==> src/hw/rtl/dbf_pkg.sv <==
// Shared types, constants and the CRC step for the download block framer.
// No dependencies; imported by every module of the framer.
`timescale 1ns / 1ps

package dbf_pkg;

	// Default sizing
	localparam int TABLE_BYTES_DEF      = 124;
	localparam int MESSAGE_CAPACITY_DEF = 64;

	// Service identifiers
	localparam logic [7:0] SID_TRANSFER_DATA = 8'h36;
	localparam logic [7:0] SID_TRANSFER_EXIT = 8'h37;

	// CRC-16/CCITT-FALSE
	localparam logic [15:0] CRC_INIT = 16'hFFFF;
	localparam logic [15:0] CRC_POLY = 16'h1021;

	localparam logic [7:0] DEFAULT_BLOCK = 8'd16;
	localparam logic [7:0] COUNTER_INIT  = 8'd1;

	// Depth of the queue between front and back
	localparam int QUEUE_DEPTH = 2;

	// Message kinds on the output tuser
	localparam logic KIND_DATA = 1'b0;
	localparam logic KIND_EXIT = 1'b1;

	// One classified input byte, handed from front to back
	typedef struct packed {
		logic [7:0]  data;      // table byte
		logic [7:0]  counter;   // block counter of its message
		logic        header;    // byte opens a new message
		logic        blk_end;   // byte closes its transfer message
		logic        tbl_end;   // byte is the last of the table
		logic [15:0] crc;       // running CRC including this byte
	} dbf_entry_t;

	// Output sequencer position
	typedef enum logic [2:0] {
		PH_SID,
		PH_CNT,
		PH_DATA,
		PH_XSID,
		PH_XLO,
		PH_XHI
	} dbf_phase_t;

	// One byte through the CRC, MSB first
	function automatic logic [15:0] crc_update(input logic [15:0] crc, input logic [7:0] b);
		logic [15:0] c;
		c = crc ^ {b, 8'h00};
		for (int i = 0; i < 8; i++) begin
			if (c[15]) begin
				c = {c[14:0], 1'b0} ^ CRC_POLY;
			end else begin
				c = {c[14:0], 1'b0};
			end
		end
		return c;
	endfunction

endpackage

==> src/hw/rtl/dbf_front.sv <==
// Front end of the framer: takes table bytes, runs the CRC and the block and table
// counters, and tags each byte for the back end. Depends on dbf_pkg.
`timescale 1ns / 1ps

module dbf_front import dbf_pkg::*; #(
	parameter int TABLE_BYTES      = TABLE_BYTES_DEF,
	parameter int MESSAGE_CAPACITY = MESSAGE_CAPACITY_DEF
) (
	input  logic       clk,
	input  logic       arst_n,
	input  logic       cfg_valid,
	input  logic [7:0] cfg_data,
	input  logic       in_valid,
	output logic       in_ready,
	input  logic [7:0] in_data,
	input  logic       queue_full,
	output logic       push,
	output dbf_entry_t entry
);

	localparam int         ROOM_INT = MESSAGE_CAPACITY - 2;
	localparam logic [7:0] ROOM     = 8'(ROOM_INT);
	localparam logic [7:0] DEF_EFF  = (16 > ROOM_INT) ? ROOM : DEFAULT_BLOCK;
	localparam logic [15:0] LAST_IDX = 16'(TABLE_BYTES);

	logic [7:0]  block_length_q;
	logic [15:0] crc_q;
	logic [7:0]  counter_q;
	logic [7:0]  bib_q;
	logic [15:0] bit_q;

	logic [7:0]  eff;
	logic [15:0] crc_n;
	logic [7:0]  bib_inc;
	logic [15:0] bit_inc;
	logic        last_tbl;
	logic        last_blk;

	// Effective block length
	assign eff = (block_length_q == 8'd0 || block_length_q > ROOM) ? DEF_EFF : block_length_q;

	// Classification of the incoming byte
	assign crc_n    = crc_update(crc_q, in_data);
	assign bib_inc  = bib_q + 8'd1;
	assign bit_inc  = bit_q + 16'd1;
	assign last_tbl = bit_inc >= LAST_IDX;
	assign last_blk = last_tbl || bib_inc >= eff || bib_inc == 8'd0;

	assign in_ready = !queue_full;
	assign push     = in_valid && in_ready;

	always_comb begin
		entry.data    = in_data;
		entry.counter = counter_q;
		entry.header  = (bib_q == 8'd0);
		entry.blk_end = last_blk;
		entry.tbl_end = last_tbl;
		entry.crc     = crc_n;
	end

	// Configuration register
	always_ff @(posedge clk or negedge arst_n) begin
		if (!arst_n) begin
			block_length_q <= DEFAULT_BLOCK;
		end else if (cfg_valid) begin
			block_length_q <= cfg_data;
		end
	end

	// Framing state, cleared at the end of each table
	always_ff @(posedge clk or negedge arst_n) begin
		if (!arst_n) begin
			crc_q     <= CRC_INIT;
			counter_q <= COUNTER_INIT;
			bib_q     <= 8'd0;
			bit_q     <= 16'd0;
		end else if (push) begin
			if (last_tbl) begin
				crc_q     <= CRC_INIT;
				counter_q <= COUNTER_INIT;
				bib_q     <= 8'd0;
				bit_q     <= 16'd0;
			end else begin
				crc_q <= crc_n;
				bit_q <= bit_inc;
				if (last_blk) begin
					bib_q     <= 8'd0;
					counter_q <= counter_q + 8'd1;
				end else begin
					bib_q <= bib_inc;
				end
			end
		end
	end

endmodule

==> src/hw/rtl/dbf_queue.sv <==
// Short queue of tagged bytes between the framer front and back ends.
// Depends on dbf_pkg.
`timescale 1ns / 1ps

module dbf_queue import dbf_pkg::*; (
	input  logic       clk,
	input  logic       arst_n,
	input  logic       push,
	input  dbf_entry_t wr_entry,
	input  logic       pop,
	output logic       full,
	output logic       not_empty,
	output dbf_entry_t head
);

	localparam int PW = (QUEUE_DEPTH > 1) ? $clog2(QUEUE_DEPTH) : 1;
	localparam int CW = $clog2(QUEUE_DEPTH + 1);
	localparam logic [PW-1:0] LAST_PTR = PW'(QUEUE_DEPTH - 1);
	localparam logic [CW-1:0] DEPTH_C  = CW'(QUEUE_DEPTH);

	dbf_entry_t    slot_q [QUEUE_DEPTH];
	logic [PW-1:0] wr_ptr_q;
	logic [PW-1:0] rd_ptr_q;
	logic [CW-1:0] count_q;

	assign full      = (count_q == DEPTH_C);
	assign not_empty = (count_q != '0);
	assign head      = slot_q[rd_ptr_q];

	// Storage
	always_ff @(posedge clk) begin
		if (push) begin
			slot_q[wr_ptr_q] <= wr_entry;
		end
	end

	// Pointers and fill count
	always_ff @(posedge clk or negedge arst_n) begin
		if (!arst_n) begin
			wr_ptr_q <= '0;
			rd_ptr_q <= '0;
			count_q  <= '0;
		end else begin
			if (push) begin
				wr_ptr_q <= (wr_ptr_q == LAST_PTR) ? '0 : wr_ptr_q + PW'(1);
			end
			if (pop) begin
				rd_ptr_q <= (rd_ptr_q == LAST_PTR) ? '0 : rd_ptr_q + PW'(1);
			end
			if (push && !pop) begin
				count_q <= count_q + CW'(1);
			end else if (pop && !push) begin
				count_q <= count_q - CW'(1);
			end
		end
	end

endmodule

==> src/hw/rtl/dbf_back.sv <==
// Back end of the framer: expands each tagged byte into message bytes (header,
// data, exit message) through a registered output stage. Depends on dbf_pkg.
`timescale 1ns / 1ps

module dbf_back import dbf_pkg::*; (
	input  logic       clk,
	input  logic       arst_n,
	input  logic       head_valid,
	input  dbf_entry_t head,
	output logic       pop,
	output logic       out_valid,
	input  logic       out_ready,
	output logic [7:0] out_byte,
	output logic       out_end,
	output logic       out_kind,
	output logic       out_tend
);

	dbf_phase_t phase_q;
	dbf_phase_t phase_d;
	dbf_phase_t cur;
	logic       advance;
	logic       last_byte;

	logic [7:0] byte_d;
	logic       end_d;
	logic       kind_d;
	logic       tend_d;

	logic       out_valid_q;
	logic [7:0] out_byte_q;
	logic       out_end_q;
	logic       out_kind_q;
	logic       out_tend_q;

	// A byte without header skips straight to its data
	assign cur = (phase_q == PH_SID && !head.header) ? PH_DATA : phase_q;

	assign advance   = head_valid && (!out_valid_q || out_ready);
	assign last_byte = (cur == PH_DATA && !head.tbl_end) || cur == PH_XHI;
	assign pop       = advance && last_byte;

	// Next position
	always_comb begin
		phase_d = phase_q;
		if (advance) begin
			unique case (cur)
				PH_SID:  phase_d = PH_CNT;
				PH_CNT:  phase_d = PH_DATA;
				PH_DATA: phase_d = head.tbl_end ? PH_XSID : PH_SID;
				PH_XSID: phase_d = PH_XLO;
				PH_XLO:  phase_d = PH_XHI;
				PH_XHI:  phase_d = PH_SID;
				default: phase_d = PH_SID;
			endcase
		end
	end

	// Byte for the current position
	always_comb begin
		byte_d = SID_TRANSFER_DATA;
		end_d  = 1'b0;
		kind_d = KIND_DATA;
		tend_d = 1'b0;
		unique case (cur)
			PH_SID:  byte_d = SID_TRANSFER_DATA;
			PH_CNT:  byte_d = head.counter;
			PH_DATA: begin
				byte_d = head.data;
				end_d  = head.blk_end;
			end
			PH_XSID: begin
				byte_d = SID_TRANSFER_EXIT;
				kind_d = KIND_EXIT;
			end
			PH_XLO:  begin
				byte_d = head.crc[7:0];
				kind_d = KIND_EXIT;
			end
			PH_XHI:  begin
				byte_d = head.crc[15:8];
				end_d  = 1'b1;
				kind_d = KIND_EXIT;
				tend_d = 1'b1;
			end
			default: byte_d = SID_TRANSFER_DATA;
		endcase
	end

	always_ff @(posedge clk or negedge arst_n) begin
		if (!arst_n) begin
			phase_q <= PH_SID;
		end else begin
			phase_q <= phase_d;
		end
	end

	// Output register
	always_ff @(posedge clk or negedge arst_n) begin
		if (!arst_n) begin
			out_valid_q <= 1'b0;
		end else if (advance) begin
			out_valid_q <= 1'b1;
		end else if (out_ready) begin
			out_valid_q <= 1'b0;
		end
	end

	always_ff @(posedge clk) begin
		if (advance) begin
			out_byte_q <= byte_d;
			out_end_q  <= end_d;
			out_kind_q <= kind_d;
			out_tend_q <= tend_d;
		end
	end

	assign out_valid = out_valid_q;
	assign out_byte  = out_byte_q;
	assign out_end   = out_end_q;
	assign out_kind  = out_kind_q;
	assign out_tend  = out_tend_q;

endmodule

==> src/hw/rtl/download_block_framer_crc16.sv <==
// Download block framer: cuts a table of TABLE_BYTES bytes into TransferData messages
// (0x36, block counter from 1, up to block_length data bytes) and closes it with a
// TransferExit message (0x37, CRC-16/CCITT-FALSE low then high byte). The front end
// takes one table byte per cycle while the two-entry queue has room; the back end
// puts out one message byte per cycle while the receiver is ready, so each message
// header and the table's exit message add output bytes. The output port's one byte
// per cycle sets the sustained rate. block_length may only be written while idle.
// Depends on dbf_pkg, dbf_front, dbf_queue, dbf_back.
`timescale 1ns / 1ps

module download_block_framer_crc16 import dbf_pkg::*; #(
	parameter int TABLE_BYTES      = TABLE_BYTES_DEF,
	parameter int MESSAGE_CAPACITY = MESSAGE_CAPACITY_DEF
) (
	input  logic       clk,
	input  logic       arst_n,
	// configuration: block_length
	input  logic       cfg_valid,
	output logic       cfg_ready,
	input  logic [7:0] cfg_data,
	// input stream
	input  logic       s_tvalid,
	output logic       s_tready,
	input  logic [7:0] s_tdata,   // [7:0] data_byte
	// output stream
	output logic       m_tvalid,
	input  logic       m_tready,
	output logic [7:0] m_tdata,   // [7:0] message_byte
	output logic       m_tlast,   // message_end
	output logic [1:0] m_tuser    // [0] message_kind, [1] table_end
);

	logic       push;
	logic       pop;
	logic       full;
	logic       not_empty;
	dbf_entry_t wr_entry;
	dbf_entry_t head;

	assign cfg_ready = 1'b1;

	dbf_front #(
		.TABLE_BYTES      (TABLE_BYTES),
		.MESSAGE_CAPACITY (MESSAGE_CAPACITY)
	) u_front (
		.clk        (clk),
		.arst_n     (arst_n),
		.cfg_valid  (cfg_valid),
		.cfg_data   (cfg_data),
		.in_valid   (s_tvalid),
		.in_ready   (s_tready),
		.in_data    (s_tdata),
		.queue_full (full),
		.push       (push),
		.entry      (wr_entry)
	);

	dbf_queue u_queue (
		.clk       (clk),
		.arst_n    (arst_n),
		.push      (push),
		.wr_entry  (wr_entry),
		.pop       (pop),
		.full      (full),
		.not_empty (not_empty),
		.head      (head)
	);

	dbf_back u_back (
		.clk        (clk),
		.arst_n     (arst_n),
		.head_valid (not_empty),
		.head       (head),
		.pop        (pop),
		.out_valid  (m_tvalid),
		.out_ready  (m_tready),
		.out_byte   (m_tdata),
		.out_end    (m_tlast),
		.out_kind   (m_tuser[0]),
		.out_tend   (m_tuser[1])
	);

endmodule

==> config.mk <==
export PLATFORM = sky130hd
export DESIGN_NAME = download_block_framer_crc16
export DESIGN_NICKNAME = d
export VERILOG_FILES = /design/src/hw/rtl/dbf_pkg.sv /design/src/hw/rtl/dbf_front.sv /design/src/hw/rtl/dbf_queue.sv /design/src/hw/rtl/dbf_back.sv /design/src/hw/rtl/download_block_framer_crc16.sv
export SDC_FILE = /design/constraint.sdc
export NUM_CORES = 1
export LEC_CHECK = 0
export ABC_AREA = 1
export BUFFER_PORTS_ARGS = -buffer_cell sky130_fd_sc_hd__buf_2
export CORE_MARGIN = 8
export CORE_UTILIZATION = 25
export CTS_CLUSTER_DIAMETER = 80
export DETAILED_ROUTE_END_ITERATION = 10
export GPL_ROUTABILITY_DRIVEN = 0
export HOLD_SLACK_MARGIN = 0.02
export PLACE_DENSITY = 0.45
export SYNTH_ARGS = -nofsm -noshare
export SYNTH_HDL_FRONTEND = slang
export SYNTH_HIERARCHICAL = 1
export SYNTH_SLANG_ARGS = --single-unit
==> constraint.sdc <==
create_clock -name clk -period 8.2 [get_ports clk]
set_input_delay 0.82 -clock clk [delete_from_list [all_inputs] [get_ports clk]]
set_output_delay 0.82 -clock clk [all_outputs]
set_load 0.03 [all_outputs]
# --- Yosys cells after proc, flatten, opt, wreduce, memory -nomap -nowiden ---
# Memory sizes are Yosys's and may differ from the RTL's.
# Index checks and enable logic that the tools add are counted.
totals:
  input_bits: 21
  wordCells: 99
  ramBits: 70
  regBits: 75
  mem_count: 1
  out_inout_bits: 14
op_classes:
  eq_ne: 6
  magnitude_cmp: 3
  n_mux: 30
  bitwise: 9
  addsub: 7
  reduce_logical: 29
memory_table:
  columns: ["name", "depth", "word_bits", "rd", "rd_clocked_by_memory_dff", "wr", "line", "source"]
  rows:
  - ["u_queue.slot_q", 2, 35, 1, 0, 1, "dbf_queue.sv:21", "dbf_entry_t slot_q [QUEUE_DEPTH];"]
ops:
  columns: ["operator", "n"]
  rows:
  - ["$mux 13", 8]
  - ["$mux 8", 5]
  - ["$pmux 8 s5", 1]
  - ["$mux 16", 2]
  - ["$logic_not 8->1", 3]
  - ["$not 3->3", 8]
  - ["$add 16x1->16 const B", 1]
  - ["$add 8x1->8 const B", 2]
  - ["$ge 16x7->1 const B", 1]
  - ["$xor 16x16->16", 1]
  - ["$pmux 3 s5", 1]
  - ["$ge 8x8->1", 1]
  - ["$gt 8x6->1 const B", 1]
  - ["$mux 1", 8]
  - ["$reduce_bool 2->1", 4]
  - ["$logic_and 1x1->1", 7]
  - ["$eq 3x2->1 const B", 2]
  - ["$eq 3x3->1 const B", 2]
  - ["$logic_not 1->1", 6]
  - ["$logic_not 3->1", 2]
  - ["$mux 2", 3]
  - ["$logic_or 1x1->1", 5]
  - ["$eq 3x1->1 const B", 1]
  - ["$mux 3", 1]
  - ["other kinds (7)", 8]

# --- Depth between registers and ports, before layout ---
depth:
  ltp_word: 18
  ltp_mapped: 19

# --- Modules after synthesis ---
# Netlist, hierarchy kept.
by_module_without_submodules:
  columns: ["mod", "cells_per_inst", "n_inst", "area_per_inst_um2"]
  rows:
  - ["dbf_front", 472, 1, 3628.5]
  - ["dbf_queue", 134, 1, 2882.8]
  - ["dbf_back", 120, 1, 890.9]
  - ["download_block_framer_crc16", 2, 1, 11.3]

# --- Least setup slack after synthesis ---
# No wires, ideal clock.
synth_timing:
  kind: "input-to-reg"
  startpoint: "input s_tvalid"
  endpoint: "memory u_queue/slot_q[0][0] in the netlist's numbering (enable)"
  t_arrival_ps: 3335
  cell_stages: 6
  required_time_ps: 7773
  path_slack_ps: 4438
  path_buffers: 2
  path_cell_list: "nand2_1 -> inv_2 -> clkbuf_1 -> clkbuf_1 -> inv_1 -> nor2_1"
synth_between:
  elab_chain_len: 3
synth_rtl:
  columns: ["element", "line", "source"]
  rows:
  - ["from (decl)", "download_block_framer_crc16.sv:22", "input logic s_tvalid,"]
  - ["$logic_and 1x1->1", "dbf_front.sv:50", "assign push = in_valid && in_ready;"]
  - ["named net push", "download_block_framer_crc16.sv:33", "logic push;"]
  - ["$mux 1", "dbf_queue.sv:32", "if (push) begin"]
  - ["$mux 1 (implied by the code)", "dbf_queue.sv:33", "slot_q[wr_ptr_q] <= wr_entry;"]
  - ["to (decl)", "dbf_queue.sv:21", null]
# The timed path passes the listed nets, and every way through them passes these cells.

==> key figures <==
Clocking
  • CTS sink cnt: 145
  • Root Driver: clkbuf_16
  • Post-CTS sizing: 0
  • Maximum root-to-sink buffer count: 2
  • Hold-fix buffers at CTS: 0
  • Htree depth: 4
  • CTS tree: done
  • Clock transition at the registers of the reported paths: 60 ps
  • Clk Latency, worst-skew pair: 420 ps
  • Setup Fix Bufs, Post-CTS: 0
  • Total CTS buffers: 17

Worst setup path
  • Worst-path fanout max: 19
  • Worst Path Required: 8550 ps
  • Worst EP arrival: approximately 3200 ps
  • Worst reg2reg path startpoint: u_front/block_length_q[4]
  • R2r worst-path depth: 15
  • R2R setup slack: 5350 ps
  • Capture point of the worst reg-to-reg path: u_front/counter_q[1]
  • Worst setup path category: register to register
  • CP Capture Type: register
  • Critical Path Source Type: register

Timing
  • Slew @ Worst Pin: 1110 ps
  • Max_slew headroom: ~26%
  • Skew final: 9.77 ps
  • Final worst-path cycle share: about a third
  • Setup TNS Final: 0 ps
  • Setup slack after layout: ~5400 ps
  • Hold Fails Final Rpt: 0
  • Hold WS: about 490 ps
  • Setup violators final: 0
  • Post-layout min period: ~2800 ps
  • Fmax: 0.351 GHz
  • Slew Viols, Final: 0
  • Unrepaired setup endpoints after global routing: false

Die
  • Chip height: 188 um
  • Initial core utilization: approximately 25%
  • Core Rows: 63
  • DIE AREA: 35400 sq um
  • # IOs: 35
  • Die Width: between 150 and 200 um
  • Core area: 29400 sq um

Power
  • Comb pwr share: 37.8%
  • Internal power: roughly 2.1 mW
  • Tot Pwr: 3.35 mW
  • Worst VDD drop: 0.120 mV
  • Pwr dens: 397 nW/um^2
  • Reg power frac: 39.1%
  • P_sw: ~1.2 mW
  • Leak pwr: 3.62 nW
  • Clock power share: 23.0%
  • Switching part of the total: 37.2%

Cells and area
  • Fillers: 3094
  • Layout overhead on the synthesized area: 14.1%
  • Most common cell after layout, fill and taps aside: nand2_1
  • Ant diodes: 0
  • Fin cells: about 1200
  • Nets@finish: 792
  • Share of layout cells above drive strength 1: 21.0%
  • Most frequent cells in the layout: nand2_1, inv_1, edfxtp_1, nor2_1, dfrtp_1

Synthesis
  • Synthesis Warnings: 6
  • Post-Synth Simple-Gate Area: slightly below 20%
  • Sequential area share after synthesis: 54.7%
  • Post-synth cell types: 38
  • Multiplexer share of the synthesized area: under 10%
  • Syn Inst Count: 728
  • Synthesized area: about 7400 sq um
  • Adder-Cell Fraction of Synth Area: 2.19%
  • Xor and xnor area share after synthesis: between 4 and 5%
  • Flops & latches, synth: between 100 and 150
  • Compound-gate portion of the synthesized area: 4.32%
  • Top post-synthesis cells by area: edfxtp_1, dfrtp_1, nand2_1, dfstp_2, mux2_4
  • Largest family of logic cells by synthesized area: simple AND/OR/NAND/NOR gates
  • Syn avg cell area: a little over 10 sq um
  • Yosys top cell area share: 32.8%
  • Yosys top cell by area: edfxtp_1

Worst hold path
  • Hold path depth: 2
  • Type of the most critical hold path: register to register
  • Hold Path Sink: u_back/out_valid
  • Hold Path Origin: u_back/out_valid

Global route
  • Number of global-route vias before repair: 4873
  • Antenna violations before repair: 0
  • Congestion Overflow GR: 0
  • First-pass GRT wire length: 25.4 mm
  • Gr usage total: roughly 9%
  • Largest net degree at the start of global routing: 65

Routing
  • Detailed Routing Iterations Pass 1: 4
  • Vias per cell: about 4
  • Drt total wl: 15.3 mm
  • ANT nets after route: 0
  • Avg WL per Cell: between 10 and 15 um
  • DRC: 0
  • Vias after detailed routing: 4773
  • Initial DRC Count: 254

Placement
  • Post-place setup slack: 5110 ps
  • Cells after DPL: between 1000 and 1500
  • DP HPWL: 10.4 mm
  • I/O Buffers: 33

Status
  • Outcome: complete, no violations

Flow run
  • Max_cap viols: 0
## power by group through the flow
stage	Clock, mW	Sequential (mW)	Combinational (mW)
2_1_floorplan	0	1.35	0.986
3_3_place_gp	0	1.33	1.29
3_5_place_dp	0	1.33	1.30
4_1_cts	0.795	1.32	1.30
5_1_grt	0.827	1.35	1.44
6_report	0.772	1.31	1.27
## state kept, by name, summed over array words and instances, names as in the netlist, 2 cells and up
register and cells:
u_queue/slot_q 70, u_front/bit_q 16, u_front/crc_q 16, u_queue/count_q 2, u_back/phase_q 3, u_front/bib_q 8, u_back/out_byte 8, u_front/counter_q 8
u_front/block_length_q 8
## worst max-delay path, stage by stage (launching register included)
cell and delay, ps:
dfstp_2 540, inv_1 50, o311ai_0 330, a31oi_1 150, inv_1 110, nor2_1 50, ha_1 260, nand3_1 110
inv_1 50, nand2_1 60, nand2_1 50, nor2_1 190, nand4_4 380, nand2_2 310, nand2_1 80, nand2_1 60
## metrics by stage
stage | instance area [sq um] | utilization [%]
2_1_floorplan | 7420 | -
3_3_place_gp | 7880 | 26.8
3_5_place_dp | 7880 | 26.8
4_1_cts | 8460 | 28.8
5_1_grt | 8460 | 28.8
6_report | 8460 | 28.8
## worst max path at each step
stage                                   start                    end  slack [ps]  cells after the start
CTS                 u_front/block_length_q[4]   u_front/counter_q[1]        5300                     15
detailed placement                   s_tvalid  u_queue/slot_q[1][13]        5110                      7
floorplan                            s_tvalid   u_queue/slot_q[0][0]        4440                      6
finish              u_front/block_length_q[4]   u_front/counter_q[1]        5350                     15
global route                 u_front/bib_q[0]   u_front/counter_q[0]        5030                     19
global placement                     s_tvalid  u_queue/slot_q[1][13]        5100                      7
## layer usage
metal  up-vias  GRT usage [%]  share of wire, %  wire [um]
met3        10           2.70               4.5        695
li1       2439              -                 -          -
met5         -              0                 0          0
met2        68           14.3                46       6980
met1      2256           11.7                49       7500
met4         0           2.70              0.99        152
## cell type report
class / instances / area [sq um] / area share (%)
well taps: 390 / 488 / 5.77
inverters: 90 / 338 / 3.99
repair buffers: 37 / 195 / 2.31
clock buffers: 21 / 450 / 5.33
multi-input cells: 467 / 2800 / 33.1
flip-flops and latches: 145 / 4060 / 48.0
clock inverters: 11 / 130 / 1.54
## synth_stat cells (all sizes together)
cell type and n:
a21oi 5, a31oi 1, buf 20, clkbuf 7
conb 2, dfrtp 46, dfstp 18, edfxtp 81
ha 13, inv 90, mux2 38, nand2 188
nand3 39, nand4 20, nor2 78, nor3 1
nor4 1, o21a 2, o21ai 28, o22ai 14
o311ai 1, xnor2 16, xor2 19
## cell families after synthesis
kind of cell    count (synthesis)
simple gates                  327
flops                         145
buf+inv                       117
compound gates                 51
mux                            38
xor+xnor                       35
fa+ha+maj                      13
other cells                     2
(Power assumes the default switching activity.)
